### src/design/oktp_pkg.sv
package oktp_pkg;

	localparam int ENTRIES = 64;
	localparam int IDX_W   = (ENTRIES > 1) ? $clog2(ENTRIES) : 1;
	localparam int CNT_W   = $clog2(ENTRIES + 1);

	localparam logic [1:0] CMD_INSERT        = 2'd0;
	localparam logic [1:0] CMD_CLEAR         = 2'd1;
	localparam logic [1:0] CMD_LOOKUP_FIRST  = 2'd2;
	localparam logic [1:0] CMD_LOOKUP_SECOND = 2'd3;

	typedef struct packed {
		logic [30:0] first_key;
		logic [63:0] second_key;
	} pair_t;

	typedef struct packed {
		logic [1:0]  cmd;
		logic [30:0] first_key;
		logic [63:0] second_key;
	} req_t;

	typedef struct packed {
		logic        ok;
		logic [63:0] found_second;
		logic [30:0] found_first;
		logic [6:0]  pairs_used;
	} rsp_t;

	// per-entry verdict of the compare unit
	typedef struct packed {
		logic drop;
		logic hit;
	} match_t;

endpackage

### src/design/oktp_match.sv
module oktp_match (
	input  logic [1:0]      cmd,
	input  oktp_pkg::pair_t entry,
	input  logic [30:0]     first_key,
	input  logic [63:0]     second_key,
	input  logic            cleared,
	output oktp_pkg::match_t res
);
	import oktp_pkg::*;

	logic first_eq;
	logic second_eq;

	assign first_eq  = (entry.first_key == first_key);
	assign second_eq = (entry.second_key == second_key);

	always_comb begin
		res = '0;
		case (cmd)
			CMD_INSERT: begin
				res.drop = first_eq || second_eq;
			end
			CMD_CLEAR: begin
				// only the first pair with this key goes
				res.drop = first_eq && !cleared;
			end
			CMD_LOOKUP_FIRST: begin
				res.hit = first_eq;
			end
			CMD_LOOKUP_SECOND: begin
				res.hit = second_eq;
			end
			default: begin
				res = '0;
			end
		endcase
	end

endmodule

### config.mk
export PLATFORM = sky130hd
export DESIGN_NAME = oktp_match
export DESIGN_NICKNAME = d
export VERILOG_FILES = /design/src/design/oktp_pkg.sv /design/src/design/oktp_match.sv
export SDC_FILE = /design/constraint.sdc
export NUM_CORES = 1
export LEC_CHECK = 0
export BUFFER_PORTS_ARGS = -buffer_cell sky130_fd_sc_hd__buf_2
export CORE_AREA = 2 2 75 77
export DETAILED_ROUTE_END_ITERATION = 7
export DIE_AREA = 0 0 77 79
export PLACE_DENSITY_LB_ADDON = 0.2
export SYNTH_ARGS = -nofsm -noshare
export SYNTH_HDL_FRONTEND = slang
export SYNTH_SLANG_ARGS = --single-unit
### constraint.sdc
create_clock -name vclk -period 2.1
set_input_delay 0.42 -clock vclk [all_inputs]
set_output_delay 0.42 -clock vclk [all_outputs]
set_load 0.05 [all_outputs]
==> results of run 1 <==
==> worst paths after layout <==
kind / from / end / slack (ns) / cells after the start
max: second_key[62] / res[0] / -0.28 / 9
min: cmd[1] / res[1] / 1.18 / 3
==> worst max-delay path, stage by stage <==
cell	delay, ns
buf_2	0.11
xnor2_1	0.17
nand4_1	0.16
nor4_4	0.30
buf_4	0.15
nand4_1	0.17
mux2i_1	0.18
and2_1	0.15
buf_6	0.16
==> per-layer routing <==
| layer | up-vias | track usage, % |
|---|---|---|
| met5 | - | 0 |
| met4 | 0 | 0 |
| met3 | 0 | 3.30 |
| met2 | 112 | 28.0 |
| met1 | 668 | 12.8 |
| li1 | 849 | - |
==> power by group <==
group	total, uW	internal (uW)	switching [uW]
sequential	0	0	0
combinational	423	268	155
clock	0	0	0
total	423	268	155
==> timing repair <==
item / 4_1_cts / 5_1_grt
pin swaps: 9 / 9
gates resized for setup: 16 / 8
setup endpoints to repair: 2 / 2
==> cell usage in the layout, fill, tap and decap left out, drive strengths merged <==
cell	count
buf	196
xnor2	84
a211o	1
o31ai	1
nand4	23
and2	1
nor4	8
xor2	11
mux2i	1
==> area by class of cell <==
cell class | count | area share [%]
Multi-Input combinational cell | 130 | 50.8
Tap cell | 72 | 3.90
Timing Repair Buffer | 196 | 45.3
==> kinds of logic (layout without fill, tap and decap cells) <==
kind of cell,after synthesis,count (layout),share of synthesized area [%]
buffers and inverters,0,196,0
AND/OR/NAND/NOR,32,32,19.9
multiplexers,1,1,0.935
AO/OA/AOI/OAI,2,2,1.52
XOR/XNOR,95,95,77.7
==> per-stage QoR <==
step                setup TNS, ns  instances
floorplan                       0        130
global placement           -0.811        398
detailed placement         -0.886        398
CTS                        -0.563        398
global route               -0.782        398
finish                     -0.504        398
==> results by group, run 1 <==
Cells and area
  – Seq. cell area: 0 um^2
  – Area occupied by multi-input gates: 0.00117 mm^2
  – Design Area, Final: about 0.0023 mm^2
  – Fillers: 558
  – Clkbuf count: 0
  – Number of diodes: 0
  – Final layout net count: 521
  – Area grow syn2layout: 115%
  – Seq Cell Count: 0
  – Fraction of layout cells with a size suffix above 1: ~64%
  – Final Util: between 40 and 50%

Timing
  – Relative slew slack: 77.9%
  – Fin. max-slew vios: 0
  – Period utilisation layout: 114%
  – Slew @ Worst Pin: between 0.3 and 0.4 ns
  – Setup ws final: -0.285 ns
  – Unrepaired setup endpoints after global routing: true
  – Final setup fails: 2
  – Achievable Freq: between 400 and 500 MHz
  – Clock period minus final worst setup slack: 2.38 ns
  – Endpoints failing hold: 0
  – Hold slack final: between 1 and 1.5 ns

Synthesis
  – Area leader, netlist: xnor2_1
  – Post-Syn Area: approximately 0.0011 mm^2
  – Post-synth cell types: 9
  – Synth cell count leaders: xnor2_1, nand4_1, xor2_1
  – Post-synth top area share: around 69%
  – Syn nets: approximately 320
  – Syn Inst Count: between 100 and 150
  – Most common cell in the netlist: xnor2_1
  – Area contributors post-synth: xnor2_1, nand4_1, xor2_1
  – Register area share after synthesis: 0%
  – Synthesis warning total: 0
  – Syn Area/Cell: between 8 and 9 um^2

Place
  – Pre-CTS setup slack: -0.472 ns
  – PortBufs: 195
  – Area of placed instances: between 0.002 and 0.0025 mm^2
  – Detailed Place HPWL: between 4000 and 5000 um
  – GPL Wtd Cong: approximately 0.72

Power and ir drop
  – Pwr Density: roughly 180 mW/mm^2
  – Pwr Total: around 420 uW
  – Cell leakage power: 0.00110 uW
  – Worst IR Drop VDD: 0.0849 mV

Route
  – Top Metal Used: met3
  – Drt initial violations: 8
  – Drt drc: 0
  – Antenna viol nets, final: 0
  – Metal-1 WL: 1500 um
  – Via-to-Cell Ratio: about 4.1
  – Post-detailed-routing wire length: between 4000 and 5000 um
  – Wire length on met3: ~570 um
  – Routed vias: approximately 1600
  – Routed length on met2: between 2000 and 2500 um
  – Routed len/inst: approximately 11 um
  – DRT Pass-1 Iters: 4

Worst setup path
  – Crit path kind: in2out
  – CP Launch Type: input pin
  – Worst Path Arrival: 1.96 ns
  – Critical Path End Type: output pin
  – CP Max Fanout: 2
  – Critical Path RT: 1.68 ns

GRT
  – Vias in the first global route: ~1600
  – First-pass GRT wire length: ~6600 um
  – Initial antenna violation count: 0
  – Largest net degree at the start of global routing: 4
  – GRT Util Overall: between 10% and 20%
  – Global route total overflow: 0

Floorplan
  – Site Rows: 27
  – Die Area: roughly 0.0061 mm^2
  – Die X: around 77 um
  – Die height: 79 um
  – IO Count: roughly 200
  – Core Area: about 0.0053 mm^2
  – Initial Util: about 20%

Min path
  – Min-Delay Path Class: in2out

Clocking
  – CTS Hold Bufs: 0
  – Setup bufs post-CTS: 0

Run
  – Total of max-cap violations: 0

Outcome
  – Failing checks: setup timing
  – Outcome: finished with violations
No activity file was read; power rests on OpenSTA's default activity.
==> run 2: changes to the inputs <==
GPL_TIMING_DRIVEN = 0   (was default)
PLACE_DENSITY = 0.75   (was default)
PLACE_DENSITY_LB_ADDON = default   (was 0.2)
==> run 2 against run 1 <==
Effect of this change: the run still ends with setup timing left; total power rose by 3.9%; die area did not move; combinational power up 4%; critical path depth shrank 1; sequential share of layout area is the same; via count up 2.3%; count of clock-buffer cells in the layout unchanged; wire length fell by 0.93%; fmax is 6.2% higher; worst setup slack better by 0.14 ns; largest cell class unchanged; non-clock buffer count decreased by 1; global-route usage is 0.24 points higher.
==> results by group, run 2 (synthesis gave the netlist of run 1 again) <==
Timing
  – Final setup fails: 2
  – Achievable Freq: 445 MHz
  – Clock period minus final worst setup slack: approximately 2.2 ns
  – Endpoints failing hold: 0
  – Setup ws final: -0.146 ns
  – Relative slew slack: around four fifths
  – Period utilisation layout: 107%
  – Fin. max-slew vios: 0
  – Unrepaired setup endpoints after global routing: true
  – Slew @ Worst Pin: 0.271 ns

Worst setup path
  – Critical Path End Type: output pin
  – Worst Path Arrival: about 1.8 ns
  – Worst path slowest cell: a211o_1
  – CP delay by family, top: simple AND/OR/NAND/NOR gates
  – CP Max Fanout: 2
  – Crit path kind: in2out
  – Critical Path RT: approximately 1.7 ns
  – Buffers plus inverters on the worst setup path: 2
  – Crit-path cells: buf_6 > xnor2_2 > nand4_1 > nor4_2 > nand4_1 > a211o_1 > o31ai_4 > buf_6
  – Crit path largest cell delay: slightly above 0.3 ns
  – CP Launch Type: input pin

Route
  – Routed length on met2: about 2500 um
  – Post-detailed-routing wire length: 4500 um
  – Drt initial violations: 2
  – Via-to-Cell Ratio: roughly 4.2
  – Metal-1 WL: approximately 1400 um
  – Routed len/inst: between 10 and 15 um
  – Drt drc: 0
  – Routed vias: 1666
  – DRT Pass-1 Iters: 2
  – Antenna viol nets, final: 0
  – Top Metal Used: met5
  – Wire length on met3: approximately 540 um

GRT
  – Initial antenna violation count: 2
  – First-pass GRT wire length: a little under 7000 um
  – Vias in the first global route: roughly 1700
  – Global route total overflow: 0
  – GRT Util Overall: 13.1%
  – Largest net degree at the start of global routing: 4

Cells and area
  – Cell Count, Final, Fillers Out: 398
  – Clkbuf count: 0
  – Commonest non-fill, non-tap cell in the layout: buf_2
  – Area grow syn2layout: 122%
  – Commonest cells after routing, fill and taps aside: buf_2, xnor2_1, nand4_1
  – Seq. cell area: 0 um^2
  – Final layout net count: 520
  – Seq Cell Count: 0
  – Fraction of layout cells with a size suffix above 1: 66.5%

Power and ir drop
  – Worst IR Drop VDD: around 0.094 mV
  – Cell leakage power: around 0.0011 uW
  – Clk pwr share: 0%
  – Flop pwr share: 0%
  – Pwr Density: between 150 and 200 mW/mm^2
  – Pint: approximately 280 uW
  – Switching power: 160 uW
  – Gate power share: 100.0%
  – Switching share of power: a little over a third
  – Pwr Total: around 440 uW

Outcome
  – Failing checks: setup timing
  – Outcome: finished with violations

Floorplan
  – Die X: 77 um
  – IO Count: roughly 200
  – Site Rows: 27
  – Die height: 79 um
  – Core Area: ~0.0053 mm^2
  – Initial Util: between 20% and 30%
  – Die Area: between 0.006 and 0.007 mm^2

Min path
  – Min-Delay Endpoint: res[1]
  – Min-Delay Path Class: in2out
  – Hold Crit Depth: 3
  – Hold path startpoint: cmd[1]

Place
  – Pre-CTS setup slack: -0.436 ns
  – PortBufs: ~200
  – GPL Wtd Cong: 0.724
  – Detailed Place HPWL: about 4000 um
  – Post-Place Cells: 397

Clocking
  – Setup bufs post-CTS: 0
  – CTS Hold Bufs: 0

Run
  – Total of max-cap violations: 0
## run 2: cell count changes in the layout (fill, tap and decap cells not counted), sizes merged
| cell | previous run | this run |
|---|---|---|
| diode | 0 | 1 |
| buf | 196 | 195 |
## run 2: cell type report
type / count / area [um^2]
timing repair buffer: 195 / 1060
antenna: 1 / 2.50
fill: 536 / 2960
tap: 72 / 90.1
multi-input combinational: 130 / 1220
## run 2: worst max-delay path by stage
stage / startpoint / endpoint / slack [ns] / depth (start not counted)
finish: entry[65] / res[1] / -0.15 / 8
global route: second_key[2] / res[0] / -0.29 / 8
CTS: entry[93] / res[1] / -0.21 / 8
detailed placement: first_key[19] / res[1] / -0.44 / 8
global placement: first_key[6] / res[1] / -0.44 / 8
floorplan: second_key[57] / res[0] / 0.004 / 6
## run 2: tightest hold or removal path, cell delays in order
cell and delay [ns]:
buf_2 0.12, o31ai_4 0.07, buf_6 0.15
## run 2: power groups by stage
stage | registers [uW] | clock network, uW | logic (uW)
detailed placement | 0 | 0 | 397
global route | 0 | 0 | 481
finish | 0 | 0.0000636 | 439
CTS | 0 | 0 | 435
floorplan | 0 | 0 | 172
global placement | 0 | 0 | 388
## run 2: routing by layer
layer  vias to the layer above  GRT usage, %
met1                       699          13.2
met4                         2         0.357
met5                         -             0
met3                         2          3.52
met2                       113          27.9
li1                        850             -
## run 2: timing repair
item	in CTS	in global routing
setup endpoints to repair	2	2
resized for setup	31	4
cloned	0	0
pin swaps	22	5
## run 2: stage by stage
stage | hold WS (ns) | util [%] | area, um^2 | setup TNS (ns)
after floorplan | 0.967 | - | 1080 | 0
after global placement | 1.23 | 40.3 | 2150 | -0.834
after detailed placement | 1.23 | 40.3 | 2150 | -0.871
after CTS | 1.18 | 44.0 | 2350 | -0.382
after global routing | 1.20 | 44.5 | 2380 | -0.567
final | 1.18 | 44.6 | 2380 | -0.285
==> run 3: changes to the inputs <==
BUFFER_PORTS_ARGS = -buffer_cell sky130_fd_sc_hd__buf_4   (was -buffer_cell sky130_fd_sc_hd__buf_2)
==> run 3 against run 2 <==
Effect of this change: the run still ends with setup timing left; first-iteration DRC count grew to 5.0 times the previous value; combinational power is 28% higher; fmax is 2.3% lower; critical path depth stayed put; non-clock buffer count stayed put; via count is 2.4% higher; total power is 28% higher; critical endpoint is now res[0].
==> results by group, run 3 (synthesis gave the netlist of run 1 again) <==
Outcome
  – Outcome: finished with violations
  – Failing checks: setup timing

Worst setup path
  – Worst Path Arrival: 1.88 ns
  – CP Max Fanout: 2
  – Crit path kind: in2out
  – Critical Path RT: about 1.7 ns
  – CP Launch Type: input pin
  – Critical Path End Type: output pin

Timing
  – Setup TNS: -0.359 ns
  – Setup ws final: -0.199 ns
  – Endpoints failing hold: 0
  – Hold slack final: about 1.2 ns
  – Period utilisation layout: 109%
  – Slew @ Worst Pin: 0.276 ns
  – Unrepaired setup endpoints after global routing: true
  – Relative slew slack: about four fifths
  – Achievable Freq: 435 MHz
  – Clock period minus final worst setup slack: around 2.3 ns
  – Fin. max-slew vios: 0
  – Final setup fails: 2

Cells and area
  – Final layout net count: 520
  – Design Area, Final: about 0.003 mm^2
  – Commonest non-fill, non-tap cell in the layout: buf_4
  – Area occupied by multi-input gates: ~0.0013 mm^2
  – Area grow syn2layout: 175%
  – Seq Cell Count: 0
  – Fraction of layout cells with a size suffix above 1: a little under three quarters
  – Fillers: 489
  – Commonest cells after routing, fill and taps aside: buf_4, xnor2_1, xnor2_2
  – Clkbuf count: 0
  – Cell Count, Final, Fillers Out: approximately 400
  – Number of diodes: 0
  – Seq. cell area: 0 um^2

Power and ir drop
  – Worst IR Drop VDD: ~0.10 mV
  – Cell leakage power: about 0.0014 uW
  – Pwr Density: around 190 mW/mm^2
  – Pwr Total: around 560 uW

Place
  – Post-Place Cells: 397
  – Area of placed instances: 0.00264 mm^2
  – GPL Wtd Cong: 0.731
  – Detailed Place HPWL: between 4000 and 5000 um
  – PortBufs: between 150 and 200

GRT
  – Vias in the first global route: around 1700
  – Global route total overflow: 0
  – First-pass GRT wire length: between 7000 and 8000 um
  – GRT Util Overall: around 14%
  – Initial antenna violation count: 0
  – Largest net degree at the start of global routing: 4

Route
  – Routed len/inst: about 12 um
  – Routed vias: around 1700
  – Drt drc: 0
  – Via-to-Cell Ratio: roughly 4.3
  – Antenna viol nets, final: 0
  – Post-detailed-routing wire length: ~5000 um
  – DRT Pass-1 Iters: 4
  – Drt initial violations: 10

Floorplan
  – Core Area: about 0.0053 mm^2
  – IO Count: ~200
  – Site Rows: 27
  – Initial Util: between 20% and 30%
  – Die Area: 0.00608 mm^2
  – Die X: about 77 um
  – Die height: roughly 80 um

Clocking
  – Setup bufs post-CTS: 0
  – CTS Hold Bufs: 0

Run
  – Total of max-cap violations: 0

Min path
  – Min-Delay Path Class: in2out
  – Hold Crit Depth: 3
-- run 3: cell count changes in the layout (fill, tap and decap cells not counted), sizes merged --
cell / delta
diode: -1
-- run 3: final timing paths --
kind      startpoint      to  slack, ns
min           cmd[1]  res[1]       1.16
max   second_key[21]  res[0]      -0.20
-- run 3: routing by layer --
metal  vias up  share of wire, %  wire length [um]  global-route usage [%]
met5         -                 0                 0                       0
met4         0                 0                 0                       0
met3         0                13               647                    4.77
met2       111                55              2700                    29.6
met1       748                32              1600                    15.2
li1        847                 -                 -                       -
-- run 3: per-stage QoR --
| step | util [%] | setup slack [ns] |
|---|---|---|
| after global placement | 49.4 | -0.368 |
| after detailed placement | 49.4 | -0.389 |
| final | 55.2 | -0.199 |
| after global routing | 55.2 | -0.348 |
| after CTS | 54.4 | -0.243 |
| after floorplan | - | 0.00398 |
-- run 3: critical path: stages --
cell	delay (ns)
buf_4	0.12
xnor2_2	0.16
nand4_1	0.13
nor4_2	0.35
nand4_1	0.21
mux2i_1	0.17
and2_1	0.16
buf_6	0.16
-- run 3: layout make-up --
class              count  share of cell area [%]
repair buffers       195                    51.9
multi-input cells    130                    45.0
well taps             72                    3.06
-- run 3: timing repair --
item	in CTS	in global routing
endpoints found under the setup margin	2	2
gates resized for setup	44	6
pin swaps	33	6
-- run 3: power breakdown --
part	leakage [uW]	switching (uW)	internal, uW
logic	0.00137	170	393
clock network	0	0	0
registers	0	0	0
total	0.00137	170	393
